[src/sv/tcavg_pkg.sv]
// Shared types and constants for the thermocouple reading averager.
// Field widths, fault codes, controller/datapath handshake structs.
// No dependencies.
`default_nettype none

package tcavg_pkg;

	// Field widths
	localparam int TEMP_W  = 17;
	localparam int OFS_W   = 15;
	localparam int FAULT_W = 3;
	localparam int ADJ_W   = 18;
	localparam int LAT_W   = 18;
	localparam int SUM_W   = 34;
	localparam int CNT_W   = 16;
	localparam int ERR_W   = 16;
	localparam int STEP_W  = $clog2(SUM_W);

	// Packed word widths on the stream ports
	localparam int IN_W  = 24;
	localparam int OUT_W = 56;

	// Limits
	localparam logic [CNT_W-1:0] COUNT_MAX  = 16'hFFFF;
	localparam logic [ERR_W-1:0] ERRORS_MAX = 16'hFFFF;

	localparam int HISTORY_DEPTH_DEF = 10;

	// Converter fault codes that reject a sample
	localparam logic [FAULT_W-1:0] FAULT_OPEN       = 3'd1;
	localparam logic [FAULT_W-1:0] FAULT_SHORT_GND  = 3'd2;
	localparam logic [FAULT_W-1:0] FAULT_SHORT_VCC  = 3'd4;

	// Item kinds
	localparam logic KIND_SAMPLE = 1'b0;
	localparam logic KIND_FETCH  = 1'b1;

	// Controller to datapath commands
	typedef struct packed {
		logic accept;      // input word taken this cycle
		logic start_mean;  // load divider with sum / count
		logic take_mean;   // capture mean as latest, clear accumulator
		logic hist_rd;     // read history entry at the pointer
		logic hist_wr;     // replace entry, update ring sum, advance pointer
		logic start_havg;  // register sign and magnitude of the ring sum
		logic take_havg;   // scale by the depth reciprocal, capture history average
		logic out_load;    // load output register
	} cmd_t;

	// Datapath to controller status
	typedef struct packed {
		logic is_fetch;
		logic have_count;
		logic div_done;
	} stat_t;

endpackage

`default_nettype wire

[src/sv/thermocouple_reading_averager_core.sv]
// Thermocouple reading averager, top level: stream ports, offset register.
// Instantiates tcavg_ctrl and tcavg_dp; depends on tcavg_pkg.
`default_nettype none

// One word in, one word out. A sample word adds the calibration offset, is
// screened (NaN, single fault bit, zero value) and goes into the running sum;
// its result is loaded into the output register once that register is free,
// and only then is the next word accepted. A fetch word runs the
// one-bit-per-cycle divider for its 34 steps to form the mean of the
// accumulated samples (skipped when no sample was taken), then reads and
// writes the ring and scales the ring sum by a reciprocal of the depth, with
// sign and magnitude registered first, before its result is loaded. A result
// not yet taken by the receiver holds back the load of the next one. One word
// is in flight at a time; the output register holds a result until it is
// taken, and a new word is accepted meanwhile. The history ring reads as zero
// after reset through per-entry valid bits, so no clearing pass. Write the
// offset only while no word is being worked on.
module thermocouple_reading_averager_core import tcavg_pkg::*; #(
	parameter int HISTORY_DEPTH = HISTORY_DEPTH_DEF
) (
	input  wire logic             clk,
	input  wire logic             arst_n,
	input  wire logic             cfg_we,
	input  wire logic [OFS_W-1:0] cfg_wdata,  // offset
	input  wire logic             s_tvalid,
	output logic                  s_tready,
	input  wire logic [IN_W-1:0]  s_tdata,    // temp_raw, fault_code, not_a_number, zero pad
	input  wire logic             s_tuser,    // kind
	output logic                  m_tvalid,
	input  wire logic             m_tready,
	output logic [OUT_W-1:0]      m_tdata     // latest, history_average, error_count,
	                                          // last_fault, sample_dropped
);

	cmd_t  cmd;
	stat_t stat;

	tcavg_ctrl u_ctrl (
		.clk      (clk),
		.arst_n   (arst_n),
		.s_tvalid (s_tvalid),
		.s_tready (s_tready),
		.m_tvalid (m_tvalid),
		.m_tready (m_tready),
		.stat     (stat),
		.cmd      (cmd)
	);

	tcavg_dp #(
		.HISTORY_DEPTH (HISTORY_DEPTH)
	) u_dp (
		.clk       (clk),
		.arst_n    (arst_n),
		.cfg_we    (cfg_we),
		.cfg_wdata (cfg_wdata),
		.in_data   (s_tdata),
		.in_kind   (s_tuser),
		.cmd       (cmd),
		.stat      (stat),
		.out_data  (m_tdata)
	);

`ifndef SYNTHESIS
	// Never overwrite a result that has not been taken
	a_no_overwrite: assert property (@(posedge clk) disable iff (!arst_n)
		cmd.out_load |-> (!m_tvalid || m_tready))
		else $error("output word overwritten before it was taken");

	// Divider finishes only while an item is being worked on
	a_div_busy: assert property (@(posedge clk) disable iff (!arst_n)
		stat.div_done |-> !s_tready)
		else $error("divider finished while idle");

	// Ring write follows its read
	a_rd_then_wr: assert property (@(posedge clk) disable iff (!arst_n)
		cmd.hist_wr |-> $past(cmd.hist_rd))
		else $error("history write without preceding read");

	// At most one sequencing command at a time
	a_one_cmd: assert property (@(posedge clk) disable iff (!arst_n)
		$onehot0({cmd.start_mean, cmd.start_havg, cmd.hist_rd, cmd.hist_wr,
			cmd.out_load}))
		else $error("conflicting datapath commands");
`endif

endmodule

`default_nettype wire

[src/sv/tcavg_div.sv]
// Iterative signed-by-unsigned divider, one quotient bit per cycle.
// Truncates toward zero. Depends on tcavg_pkg.
`default_nettype none

module tcavg_div import tcavg_pkg::*; (
	input  wire logic                    clk,
	input  wire logic                    arst_n,
	input  wire logic                    start,
	input  wire logic signed [SUM_W-1:0] dividend,
	input  wire logic [CNT_W-1:0]        divisor,
	output logic                         done,
	output logic [LAT_W-1:0]             quotient
);

	logic              busy_q;
	logic              done_q;
	logic [STEP_W-1:0] step_q;
	logic              neg_q;
	logic [SUM_W-1:0]  mag_q;
	logic [CNT_W-1:0]  rem_q;
	logic [CNT_W-1:0]  den_q;
	logic [CNT_W:0]    trial;
	logic              fits;
	logic [SUM_W-1:0]  signed_quo;

	// Shift one dividend bit into the partial remainder and try to subtract
	assign trial = {rem_q, mag_q[SUM_W-1]};
	assign fits  = (trial >= {1'b0, den_q});

	always_ff @(posedge clk or negedge arst_n) begin
		if (!arst_n) begin
			busy_q <= 1'b0;
			done_q <= 1'b0;
			step_q <= '0;
		end else begin
			done_q <= 1'b0;
			if (start) begin
				busy_q <= 1'b1;
				step_q <= '0;
			end else if (busy_q) begin
				if (step_q == STEP_W'(SUM_W - 1)) begin
					busy_q <= 1'b0;
					done_q <= 1'b1;
				end
				step_q <= step_q + 1'b1;
			end
		end
	end

	// Magnitude, remainder and sign
	always_ff @(posedge clk) begin
		if (start) begin
			neg_q <= dividend[SUM_W-1];
			mag_q <= dividend[SUM_W-1] ? (-dividend) : dividend;
			rem_q <= '0;
			den_q <= divisor;
		end else if (busy_q) begin
			rem_q <= fits ? CNT_W'(trial - {1'b0, den_q}) : trial[CNT_W-1:0];
			mag_q <= {mag_q[SUM_W-2:0], fits};
		end
	end

	// Restore the sign; the quotient always fits the reading width
	assign signed_quo = neg_q ? (-mag_q) : mag_q;
	assign quotient   = signed_quo[LAT_W-1:0];
	assign done       = done_q;

endmodule

`default_nettype wire

[src/sv/tcavg_dp.sv]
// Datapath: offset, sample screening, accumulator, history ring, output word.
// Depends on tcavg_pkg and tcavg_div.
`default_nettype none

module tcavg_dp import tcavg_pkg::*; #(
	parameter int HISTORY_DEPTH = HISTORY_DEPTH_DEF
) (
	input  wire logic             clk,
	input  wire logic             arst_n,
	input  wire logic             cfg_we,
	input  wire logic [OFS_W-1:0] cfg_wdata,
	input  wire logic [IN_W-1:0]  in_data,
	input  wire logic             in_kind,
	input  wire cmd_t             cmd,
	output stat_t                 stat,
	output logic [OUT_W-1:0]      out_data
);

	localparam int PTR_W  = (HISTORY_DEPTH > 1) ? $clog2(HISTORY_DEPTH) : 1;
	localparam int HSUM_W = LAT_W + $clog2(HISTORY_DEPTH);

	// Ring average by reciprocal multiplication: exact floor for any ring sum magnitude
	localparam int HAVG_SHIFT = HSUM_W + $clog2(HISTORY_DEPTH);
	localparam int RECIP_W    = HSUM_W + 2;
	localparam int HPROD_W    = HSUM_W + RECIP_W;
	localparam logic [RECIP_W-1:0] HAVG_RECIP = RECIP_W'(((64'd1 << HAVG_SHIFT)
		+ 64'(HISTORY_DEPTH) - 64'd1) / 64'(HISTORY_DEPTH));

	logic signed [OFS_W-1:0]  offset_q;
	logic signed [SUM_W-1:0]  acc_sum_q;
	logic [CNT_W-1:0]         acc_count_q;
	logic signed [LAT_W-1:0]  latest_q;
	logic signed [LAT_W-1:0]  havg_q;
	logic [ERR_W-1:0]         errors_q;
	logic [FAULT_W-1:0]       fault_q;
	logic                     dropped_q;
	logic [PTR_W-1:0]         ptr_q;
	logic signed [HSUM_W-1:0] hsum_q;
	logic [HSUM_W-1:0]        hmag_s1;
	logic                     hneg_s1;
	logic [OUT_W-1:0]         out_q;

	logic [LAT_W-1:0]         hist_mem [HISTORY_DEPTH];
	logic [HISTORY_DEPTH-1:0] hist_vld_q;
	logic [LAT_W-1:0]         rd_data_s1;
	logic                     rd_vld_s1;

	logic signed [TEMP_W-1:0] temp_raw;
	logic [FAULT_W-1:0]       fault_code;
	logic                     not_a_number;
	logic signed [ADJ_W-1:0]  adj;
	logic                     reject;
	logic                     full;
	logic signed [LAT_W-1:0]  old_entry;
	logic [HPROD_W-1:0]       hprod;
	logic [LAT_W-1:0]         hquo;
	logic                     div_start;
	logic signed [SUM_W-1:0]  div_dividend;
	logic [CNT_W-1:0]         div_divisor;
	logic                     div_done;
	logic [LAT_W-1:0]         div_quo;

	// Unpack the input word
	assign temp_raw     = in_data[TEMP_W-1:0];
	assign fault_code   = in_data[TEMP_W +: FAULT_W];
	assign not_a_number = in_data[TEMP_W + FAULT_W];

	// Screen the sample
	assign adj    = ADJ_W'(temp_raw) + ADJ_W'(offset_q);
	assign reject = not_a_number || (fault_code == FAULT_OPEN)
		|| (fault_code == FAULT_SHORT_GND) || (fault_code == FAULT_SHORT_VCC)
		|| (adj == '0);
	assign full   = (acc_count_q >= COUNT_MAX);

	// Calibration offset
	always_ff @(posedge clk or negedge arst_n) begin
		if (!arst_n) begin
			offset_q <= '0;
		end else if (cfg_we) begin
			offset_q <= cfg_wdata;
		end
	end

	// Accumulator, error count, fault, latest reading
	always_ff @(posedge clk or negedge arst_n) begin
		if (!arst_n) begin
			acc_sum_q   <= '0;
			acc_count_q <= '0;
			latest_q    <= '0;
			errors_q    <= '0;
			fault_q     <= '0;
			dropped_q   <= 1'b0;
		end else begin
			if (cmd.accept) begin
				dropped_q <= 1'b0;
				if (in_kind == KIND_SAMPLE) begin
					fault_q <= fault_code;
					if (reject) begin
						if (errors_q != ERRORS_MAX) begin
							errors_q <= errors_q + 1'b1;
						end
					end else if (full) begin
						dropped_q <= 1'b1;
					end else begin
						acc_sum_q   <= acc_sum_q + SUM_W'(adj);
						acc_count_q <= acc_count_q + 1'b1;
					end
				end
			end
			if (cmd.take_mean) begin
				latest_q    <= div_quo;
				acc_sum_q   <= '0;
				acc_count_q <= '0;
			end
		end
	end

	// History ring storage, read registered
	always_ff @(posedge clk) begin
		if (cmd.hist_rd) begin
			rd_data_s1 <= hist_mem[ptr_q];
		end
		if (cmd.hist_wr) begin
			hist_mem[ptr_q] <= latest_q;
		end
	end

	// Entries never written read as zero
	always_ff @(posedge clk or negedge arst_n) begin
		if (!arst_n) begin
			hist_vld_q <= '0;
			rd_vld_s1  <= 1'b0;
		end else begin
			if (cmd.hist_rd) begin
				rd_vld_s1 <= hist_vld_q[ptr_q];
			end
			if (cmd.hist_wr) begin
				hist_vld_q[ptr_q] <= 1'b1;
			end
		end
	end

	assign old_entry = rd_vld_s1 ? rd_data_s1 : '0;

	// Scale the ring sum magnitude by the depth reciprocal
	assign hprod = hmag_s1 * HAVG_RECIP;
	assign hquo  = hprod[HAVG_SHIFT +: LAT_W];

	// Ring sum, pointer, history average
	always_ff @(posedge clk or negedge arst_n) begin
		if (!arst_n) begin
			ptr_q   <= '0;
			hsum_q  <= '0;
			havg_q  <= '0;
			hmag_s1 <= '0;
			hneg_s1 <= 1'b0;
		end else begin
			if (cmd.hist_wr) begin
				hsum_q <= hsum_q - HSUM_W'(old_entry) + HSUM_W'(latest_q);
				if (ptr_q == PTR_W'(HISTORY_DEPTH - 1)) begin
					ptr_q <= '0;
				end else begin
					ptr_q <= ptr_q + 1'b1;
				end
			end
			if (cmd.start_havg) begin
				hneg_s1 <= hsum_q[HSUM_W-1];
				hmag_s1 <= hsum_q[HSUM_W-1] ? -hsum_q : hsum_q;
			end
			if (cmd.take_havg) begin
				havg_q <= hneg_s1 ? -hquo : hquo;
			end
		end
	end

	// Divider: mean of the accumulated samples
	assign div_start    = cmd.start_mean;
	assign div_dividend = acc_sum_q;
	assign div_divisor  = acc_count_q;

	tcavg_div u_div (
		.clk      (clk),
		.arst_n   (arst_n),
		.start    (div_start),
		.dividend (div_dividend),
		.divisor  (div_divisor),
		.done     (div_done),
		.quotient (div_quo)
	);

	// Output word
	always_ff @(posedge clk) begin
		if (cmd.out_load) begin
			out_q <= {dropped_q, fault_q, errors_q, havg_q, latest_q};
		end
	end

	assign out_data        = out_q;
	assign stat.is_fetch   = (in_kind == KIND_FETCH);
	assign stat.have_count = (acc_count_q != '0);
	assign stat.div_done   = div_done;

endmodule

`default_nettype wire

[src/sv/tcavg_ctrl.sv]
// Controller: sequences one item through accumulate, divide and history update.
// Owns the stream handshakes. Depends on tcavg_pkg.
`default_nettype none

module tcavg_ctrl import tcavg_pkg::*; (
	input  wire logic  clk,
	input  wire logic  arst_n,
	input  wire logic  s_tvalid,
	output logic       s_tready,
	output logic       m_tvalid,
	input  wire logic  m_tready,
	input  wire stat_t stat,
	output cmd_t       cmd
);

	typedef enum logic [7:0] {
		ST_IDLE  = 8'b0000_0001,
		ST_QDIV  = 8'b0000_0010,
		ST_QWAIT = 8'b0000_0100,
		ST_HRD   = 8'b0000_1000,
		ST_HWR   = 8'b0001_0000,
		ST_HDIV  = 8'b0010_0000,
		ST_HWAIT = 8'b0100_0000,
		ST_DONE  = 8'b1000_0000
	} state_t;

	state_t state_q;
	state_t state_d;
	logic   m_tvalid_q;
	logic   out_free;

	assign s_tready = (state_q == ST_IDLE);
	assign m_tvalid = m_tvalid_q;
	assign out_free = !m_tvalid_q || m_tready;

	// Next state and commands
	always_comb begin
		state_d = state_q;
		cmd     = '0;
		case (state_q)
			ST_IDLE: begin
				if (s_tvalid) begin
					cmd.accept = 1'b1;
					if (!stat.is_fetch) begin
						state_d = ST_DONE;
					end else if (stat.have_count) begin
						state_d = ST_QDIV;
					end else begin
						state_d = ST_HRD;
					end
				end
			end
			ST_QDIV: begin
				cmd.start_mean = 1'b1;
				state_d        = ST_QWAIT;
			end
			ST_QWAIT: begin
				if (stat.div_done) begin
					cmd.take_mean = 1'b1;
					state_d       = ST_HRD;
				end
			end
			ST_HRD: begin
				cmd.hist_rd = 1'b1;
				state_d     = ST_HWR;
			end
			ST_HWR: begin
				cmd.hist_wr = 1'b1;
				state_d     = ST_HDIV;
			end
			ST_HDIV: begin
				cmd.start_havg = 1'b1;
				state_d        = ST_HWAIT;
			end
			ST_HWAIT: begin
				cmd.take_havg = 1'b1;
				state_d       = ST_DONE;
			end
			ST_DONE: begin
				if (out_free) begin
					cmd.out_load = 1'b1;
					state_d      = ST_IDLE;
				end
			end
			default: begin
				state_d = ST_IDLE;
			end
		endcase
	end

	// State and output valid
	always_ff @(posedge clk or negedge arst_n) begin
		if (!arst_n) begin
			state_q    <= ST_IDLE;
			m_tvalid_q <= 1'b0;
		end else begin
			state_q <= state_d;
			if (cmd.out_load) begin
				m_tvalid_q <= 1'b1;
			end else if (m_tready) begin
				m_tvalid_q <= 1'b0;
			end
		end
	end

endmodule

`default_nettype wire

[config.mk]
export PLATFORM = sky130hd
export DESIGN_NAME = thermocouple_reading_averager_core
export DESIGN_NICKNAME = d
export VERILOG_FILES = /design/src/sv/tcavg_pkg.sv /design/src/sv/thermocouple_reading_averager_core.sv /design/src/sv/tcavg_div.sv /design/src/sv/tcavg_dp.sv /design/src/sv/tcavg_ctrl.sv
export SDC_FILE = /design/constraint.sdc
export NUM_CORES = 1
export LEC_CHECK = 0
export ABC_AREA = 0
export BUFFER_PORTS_ARGS = -buffer_cell sky130_fd_sc_hd__buf_2
export CAP_MARGIN = 20
export CORE_MARGIN = 1.5
export CORE_UTILIZATION = 45
export CTS_CLUSTER_SIZE = 16
export DETAILED_ROUTE_END_ITERATION = 8
export HOLD_SLACK_MARGIN = 0.06
export MAX_ROUTING_LAYER = met4
export PLACE_DENSITY = 0.63
export SYNTH_ARGS = -nofsm -noshare
export SYNTH_HDL_FRONTEND = slang
export SYNTH_SLANG_ARGS = --single-unit
[constraint.sdc]
create_clock -name clk -period 9.9 [get_ports clk]
set_input_delay 0 -clock clk [delete_from_list [all_inputs] [get_ports clk]]
set_output_delay 0 -clock clk [all_outputs]
set_load 0.02 [all_outputs]
==> results of run 1 <==
[state kept, by name, summed over array words and instances (netlist names), 3 cells and up]
signal             cells
u_dp.u_div.rem_q      16
u_dp.hist_mem        180
u_dp.hist_vld_q       10
u_dp.errors_q         16
u_dp.ptr_q             4
u_ctrl.state_q         8
u_dp.u_div.den_q      16
u_dp.offset_q         15
u_dp.fault_q           3
u_dp.acc_count_q      16
u_dp.out_data         56
u_dp.havg_q           18
u_dp.hmag_s1          22
u_dp.latest_q         18
u_dp.acc_sum_q        34
u_dp.u_div.step_q      6
u_dp.hsum_q           22
u_dp.rd_data_s1       18
u_dp.u_div.mag_q      34
[metrics by stage]
stage	total power, mW	utilization (%)	setup slack [ns]	instances	hold slack (ns)
6_report	8.454	50.96	1.909	4171	0.1037
5_1_grt	9.073	50.96	1.393	4171	0.1255
4_1_cts	8.517	50.93	1.875	4170	0.06378
3_5_place_dp	6.311	47.71	1.926	4022	-0.01924
3_3_place_gp	6.179	47.71	1.966	4022	-0.03294
2_1_floorplan	5.538	-	2.780	3018	-0.2956
[power by group through the flow]
stage / Clock [mW] / Combinational (mW) / Sequential, mW
after floorplan: 0 / 2.62 / 2.92
after CTS: 2.19 / 3.33 / 3.00
final: 2.14 / 3.32 / 3.00
after global placement: 0 / 3.16 / 3.02
after detailed placement: 0 / 3.27 / 3.04
after global routing: 2.28 / 3.74 / 3.05
[synthesized netlist by cell type (38+ instances only)]
cell type  number
xnor2_1       111
nor2_1        129
mux4_2         38
a21oi_1       122
o21ai_1        45
a21o_1         40
fa_1          166
o21ai_0       200
inv_1         395
edfxtp_1      305
clkbuf_1       73
nand3_1        80
xor2_1         97
nand2_1       233
dfrtp_1       197
ha_1          270
[path summary, 6_finish.rpt]
path	startpoint	end	depth (start not counted)
min	s_tdata[1]	u_dp.acc_sum_q[1]	5
min in group asynchronous	arst_n	u_dp.offset_q[14]	4
max	u_dp.hmag_s1[5]	u_dp.havg_q[17]	26
max reg2reg	u_dp.hmag_s1[5]	u_dp.havg_q[17]	26
min reg2reg	u_dp.havg_q[16]	u_dp.out_data[34]	0
max in group asynchronous	arst_n	u_dp.ptr_q[0]	4
[metal layers]
layer,vias to the layer above,GRT usage [%]
met1,10994,25.20
li1,10780,-
met2,402,33.65
met3,123,2.601
met5,-,-
met4,0,6.116
[kinds of logic (layout without fill, tap and decap cells)]
| kind of cell | count (synthesis) | after routing | synth area share (%) |
|---|---|---|---|
| fa+ha+maj | 436 | 436 | 20.21 |
| compound gates | 576 | 576 | 10.54 |
| flops | 519 | 519 | 43.52 |
| mux | 91 | 91 | 4.255 |
| xor+xnor | 208 | 208 | 5.493 |
| simple gates | 707 | 707 | 10.51 |
| buf+inv | 481 | 675 | 5.474 |
[critical path, cell delays in order, from the launching register on]
cell       delay (ns)
dfrtp_1          0.48
inv_1            0.07
ha_1             0.33
fa_1             0.57
fa_1             0.58
inv_1            0.08
fa_1             0.58
inv_1            0.08
fa_1             0.53
inv_1            0.05
fa_1             0.52
inv_1            0.06
fa_1             0.50
inv_1            0.04
ha_1             0.33
a21oi_1          0.22
o21ai_0          0.21
a211oi_1         0.46
a2111oi_0        0.23
a211o_1          0.39
a21oi_1          0.20
xor2_1           0.31
nand4_1          0.23
o41a_1           0.40
a31oi_1          0.19
xnor2_1          0.14
o21ai_1          0.07
[layout make-up]
class,count,area [sq um],share of cell area (%)
repair buffers,173,1201,3.231
clock inverters,24,359.1,0.9659
well taps,959,1200,3.227
clock buffers,80,1531,4.119
inverters,398,1494,4.018
multi-input cells,2018,16950,45.60
flip-flops and latches,519,14440,38.84
[cells in the final DEF (no fill, tap or decap), types with 97 or more instances in the layout]
| cell type | n |
|---|---|
| a21oi_1 | 122 |
| xor2_1 | 97 |
| nand2_1 | 232 |
| inv_1 | 395 |
| ha_1 | 270 |
| xnor2_1 | 111 |
| edfxtp_1 | 305 |
| o21ai_0 | 200 |
| dfrtp_1 | 195 |
| buf_2 | 98 |
| nor2_1 | 129 |
| fa_1 | 166 |
==> run_results.csv, run 1 <==
group,metric,value,unit
outcome,outcome,"completed",
worst_setup_path,endpoint_kind,"flip-flop",
place,place_congestion,0.9302,
worst_setup_path,critPathKind,"reg2reg",
cts,clk_pin_slew_worst_paths,0.06,ns
die,chipWidth,274.5,um
synth,ys_ff_latch,519,
synth,synth_area_leaders,"edfxtp_1, dfrtp_1, ha_1, fa_1, inv_1",
synth,synth_area,0.03317,sq mm
power_and_ir_drop,power_density,227.4,mW/mm^2
timing,tightest_slew,1.007,ns
synth,yosysTopAreaCell,"edfxtp_1",
min_path,hold_path_class,"in2reg",
detailed_routing,route.detailed.drc,0,
detailed_routing,route.top_layer_used,"met4",
power_and_ir_drop,p_sw_share,36.44,%
power_and_ir_drop,p_clk_share,25.3,%
cts,cts_setup_buffers,0,
die,die-area,0.07534,sq mm
synth,ys_warn_count,0,
cts,insertion_delay,0.62,ns
cts,cts_made_buffers,55,
die,io_pins,103,
detailed_routing,vias,22299,
cts,cts_tree,"done",
timing,hold_viol,0,
power_and_ir_drop,peakVddDrop,0.1732,mV
place,numPortBuffers,99,
final_layout,fin_area,0.03718,sq mm
timing,setup_violations,0,
grt,grt_max_degree,89,
synth,synthArstFlopShare,38.15,%
detailed_routing,wl_per_cell,17.43,um
cts,cts_sinks,519,
final_layout,syn2layout_area_growth,12.09,%
cts,clock_path_buffers,3,
die,core,0.07296,sq mm
grt,antenna_found_initial,0,
cts,root_buffer,"clkbuf_16",
power_and_ir_drop,comb_power_share,39.3,%
synth,synth_top_cell_area_share,27.61,%
die,rows,99,
grt,grt_pass1_wl,117300,um
synth,yosysUniqueCellTypes,81,
power_and_ir_drop,p_int,5.373,mW
cts,postCtsHoldBufs,44,
power_and_ir_drop,leakage,16.79,nW
detailed_routing,wl,72700,um
timing,maxSlewViolCount,0,
detailed_routing,first_pass_iters,5,
timing,maxSlewHeadroom,32.90,%
worst_setup_path,path_max_fanout,6,
power_and_ir_drop,switchingPower,3.081,mW
grt,grt-ovfl-total,0,
timing,fin_setup_tns,0,ns
place,postPlaceCellArea,0.03481,sq mm
worst_setup_path,r2r_setup_slack,1.91,ns
power_and_ir_drop,sequentialPowerShare,35.5,%
synth,synthFlopType,"edfxtp_1",
die,die_h,274.5,um
die,initial_core_util,45.46,%
detailed_routing,vias_per_cell,5.346,
cts,cts.htree.levels,2,
detailed_routing,initialDrtViolationCount,1153,
grt,groute.usage.overall,20.03,%
synth,yosysSeqAreaShare,43.52,%
final_layout,drive_gt1_share,9.776,%
worst_setup_path,critPathLaunchType,"flip-flop",
synth,syn_inst,3018,
detailed_routing,antenna_left,0,
synth,syn_avg_cell_area,10.99,sq um
synth,synth_fp_nets,3499,
timing,fin_skew,0.02426,ns
worst_setup_path,worstPathRequired,10.39,ns
run,maxCapViolCount,0,
grt,grt_pass1_vias,22738,
timing,fin_crit_sh,80.72,%
final_layout,fill_cells,6349,
detailed_routing,drt-met1-wl,31750,um
timing,fmax,125.1,MHz
final_layout,finalNetCount,3646,
synth,synth-edff-count,305,
worst_setup_path,worstPathArrival,8.48,ns
detailed_routing,dr_wl_met3,2951,um
place,dp_hpwl,53980,um
timing,period_minus_slack,7.991,ns
cts,ctsResizeCount,0,
timing,rsz0062_at_grt,"no",
detailed_routing,wl_met2,35930,um
final_layout,antenna_cells,0,
(Power assumes the default switching activity.)
==> run 2, diff against run 1 <==
- PLACE_DENSITY: 0.63 -> 0.65
- clock period: 9.9 -> 6.95 ns (I/O delays scaled with it)
==> run 2 against run 1 <==
- the run now ends with setup timing left
- total power rose by 44%
- critical path type unchanged
- clock skew rose by 0.0060 ns
- sequential share of layout area is 1.5 points lower
- global-route usage up 0.19 points
- wire length barely moved
- critical endpoint unchanged
- final cell count increased by 3.6%
- hold slack improved by 0.026 ns
- combinational power up 46%
- largest power group unchanged
- sequential power up 43%
- via count rose by 0.50%
- highest routed layer unchanged
==> run_results.csv, run 2 (synthesized netlist as in run 1, its figures left out) <==
group,metric,value,unit
outcome,outcome,"finished, violations left",
outcome,failed_checks,"setup timing",
power_and_ir_drop,power,12.19,mW
min_path,hold_path_class,"in2reg",
timing,maxSlewViolCount,0,
worst_setup_path,worstPathArrival,7.63,ns
final_layout,largest_reg_flops,180,
detailed_routing,wl_per_cell,16.83,um
timing,setup_violations,5,
power_and_ir_drop,leakage,17.52,nW
worst_setup_path,critPathKind,"reg2reg",
cts,clock_path_buffers,3,
worst_setup_path,max_stage_delay,0.59,ns
detailed_routing,first_pass_iters,5,
worst_setup_path,r2r_setup_slack,-0.17,ns
min_path,hold_end,"u_dp.dropped_q",
final_layout,layout.cells.non_filler,4322,
worst_setup_path,reg2reg_depth,23,
timing,setup_slack,-0.1726,ns
worst_setup_path,worstReg2RegEnd,"u_dp.havg_q[17]",
timing,fin_skew,0.03022,ns
die,rows,99,
final_layout,regMostFlops,"u_dp.hist_mem",
worst_setup_path,path_delay_family,"adder cells",
grt,grt_pass1_wl,117700,um
min_path,whs_path_depth,6,
grt,grt_max_degree,89,
timing,tightest_slew,1.066,ns
final_layout,syn2layout_area_growth,16.76,%
final_layout,fill_cells,6281,
worst_setup_path,endpoint_kind,"flip-flop",
detailed_routing,wl,72750,um
die,initial_core_util,45.46,%
worst_setup_path,cp_slowest_cell,"fa_2",
timing,holdWs,0.1299,ns
grt,grt-ovfl-total,0,
worst_setup_path,worstPathRequired,7.45,ns
detailed_routing,vias_per_cell,5.185,
cts,cts_tree,"done",
min_path,holdCritStartpoint,"s_tdata[20]",
die,die-area,0.07534,sq mm
final_layout,finalNetCount,3794,
timing,period_minus_slack,7.123,ns
final_layout,drive_gt1_share,16.30,%
cts,clk_pin_slew_worst_paths,0.08,ns
timing,fin_crit_sh,102.5,%
final_layout,mostFrequentLayoutCell,"inv_1",
detailed_routing,initialDrtViolationCount,1175,
worst_setup_path,critPathBufInv,3,
die,io_pins,103,
die,core,0.07296,sq mm
detailed_routing,route.detailed.drc,0,
cts,cts_sinks,519,
worst_setup_path,critPathLaunchType,"flip-flop",
cts,root_buffer,"clkbuf_16",
run,maxCapViolCount,0,
worst_setup_path,crit_chain,"inv_1 -> ha_1 -> fa_2 -> fa_2 -> buf_4 -> fa_1 -> inv_1 -> fa_1 -> fa_1 -> ha_1 -> ha_1 -> o21a_1 -> o21a_1 -> o21a_1 -> a2111o_1 -> a211o_1 -> a21oi_2 -> xor2_1 -> nand4_1 -> o41a_1 -> a31oi_1 -> xnor2_1 -> o21ai_1",
grt,grt_pass1_vias,22217,
worst_setup_path,r2r-start,"u_dp.hmag_s1[14]",
place,numPortBuffers,99,
timing,maxSlewHeadroom,28.93,%
cts,cts_made_buffers,57,
final_layout,most-common-layout-cells,"inv_1, edfxtp_1, ha_1",
power_and_ir_drop,power_density,314.8,mW/mm^2
place,dp_hpwl,53680,um
cts,cts.htree.levels,2,
grt,antenna_found_initial,0,
die,chipWidth,274.5,um
timing,fmax,140.4,MHz
power_and_ir_drop,peakVddDrop,0.2159,mV
grt,groute.usage.overall,20.23,%
detailed_routing,antenna_left,0,
worst_setup_path,path_max_fanout,4,
place,place_congestion,0.9253,
timing,rsz0062_at_grt,"yes",
timing,fin_setup_tns,-0.4858,ns
cts,insertion_delay,0.63,ns
timing,hold_viol,0,
die,die_h,274.5,um
detailed_routing,vias,22410,
place,post-place-cells,4158,
-- run 2: worst reg2reg max path, delay by kind of cell, from the launching register on --
kind | cells | cell delay [ns]
xor+xnor | 2 | 0.35
flops | 1 | 0.39
compound gates | 9 | 2.28
fa+ha+maj | 8 | 3.52
buf+inv | 3 | 0.28
simple gates | 1 | 0.17
-- run 2: routing by layer --
| layer | track usage, % | routed length, um | vias to the layer above |
|---|---|---|---|
| met3 | 2.540 | 2570 | 86 |
| met4 | 4.714 | 1521 | 0 |
| met1 | 27.10 | 33160 | 10928 |
| li1 | - | - | 11090 |
| met5 | - | 0 | - |
| met2 | 32.80 | 35500 | 306 |
-- run 2: area by class of cell --
type | count | area (sq um) | share of cell area [%]
diodes | 1 | 2.502 | 0.006462
well taps | 959 | 1200 | 3.099
flip-flops and latches | 519 | 14440 | 37.30
clock inverters | 27 | 301.5 | 0.7787
clock buffers | 81 | 1598 | 4.126
multi-input cells | 2018 | 17360 | 44.83
repair buffers | 319 | 2323 | 6.000
inverters | 398 | 1494 | 3.858
-- run 2: worst max-delay path by stage --
stage                                 from  slack (ns)  cells past startpoint              end
after floorplan           u_dp.hmag_s1[11]       0.007                     24  u_dp.havg_q[17]
final                     u_dp.hmag_s1[14]       -0.17                     23  u_dp.havg_q[17]
after detailed placement  u_dp.hmag_s1[11]       -0.37                     29  u_dp.havg_q[16]
after global placement    u_dp.hmag_s1[11]       -0.27                     29  u_dp.havg_q[16]
after global routing      u_dp.hmag_s1[11]       -0.45                     27  u_dp.havg_q[17]
after CTS                 u_dp.hmag_s1[11]       -0.17                     26  u_dp.havg_q[16]
-- run 2: stage by stage --
step / area (sq um) / worst slack (ns) / util, %
floorplan: 33230 / 0.007264 / -
global placement: 35910 / -0.2732 / 49.21
detailed placement: 35920 / -0.3706 / 49.23
CTS: 38470 / -0.1652 / 52.73
global route: 38720 / -0.4490 / 53.07
finish: 38720 / -0.1726 / 53.08
-- run 2: repair_timing --
| item | 4_1_cts | 5_1_grt |
|---|---|---|
| pin swaps | 45 | 44 |
| hold buffers | 45 | 0 |
| setup buffers | 3 | 5 |
| endpoints found under the setup margin | 12 | 14 |
| resized for setup | 37 | 38 |
| endpoints found under the hold margin | 93 | 0 |
-- run 2: where the power goes --
group / internal (mW) / switching (mW) / total [mW]
Sequential: 3.76 / 0.526 / 4.29
Combinational: 2.20 / 2.65 / 4.85
Clock: 1.76 / 1.29 / 3.05
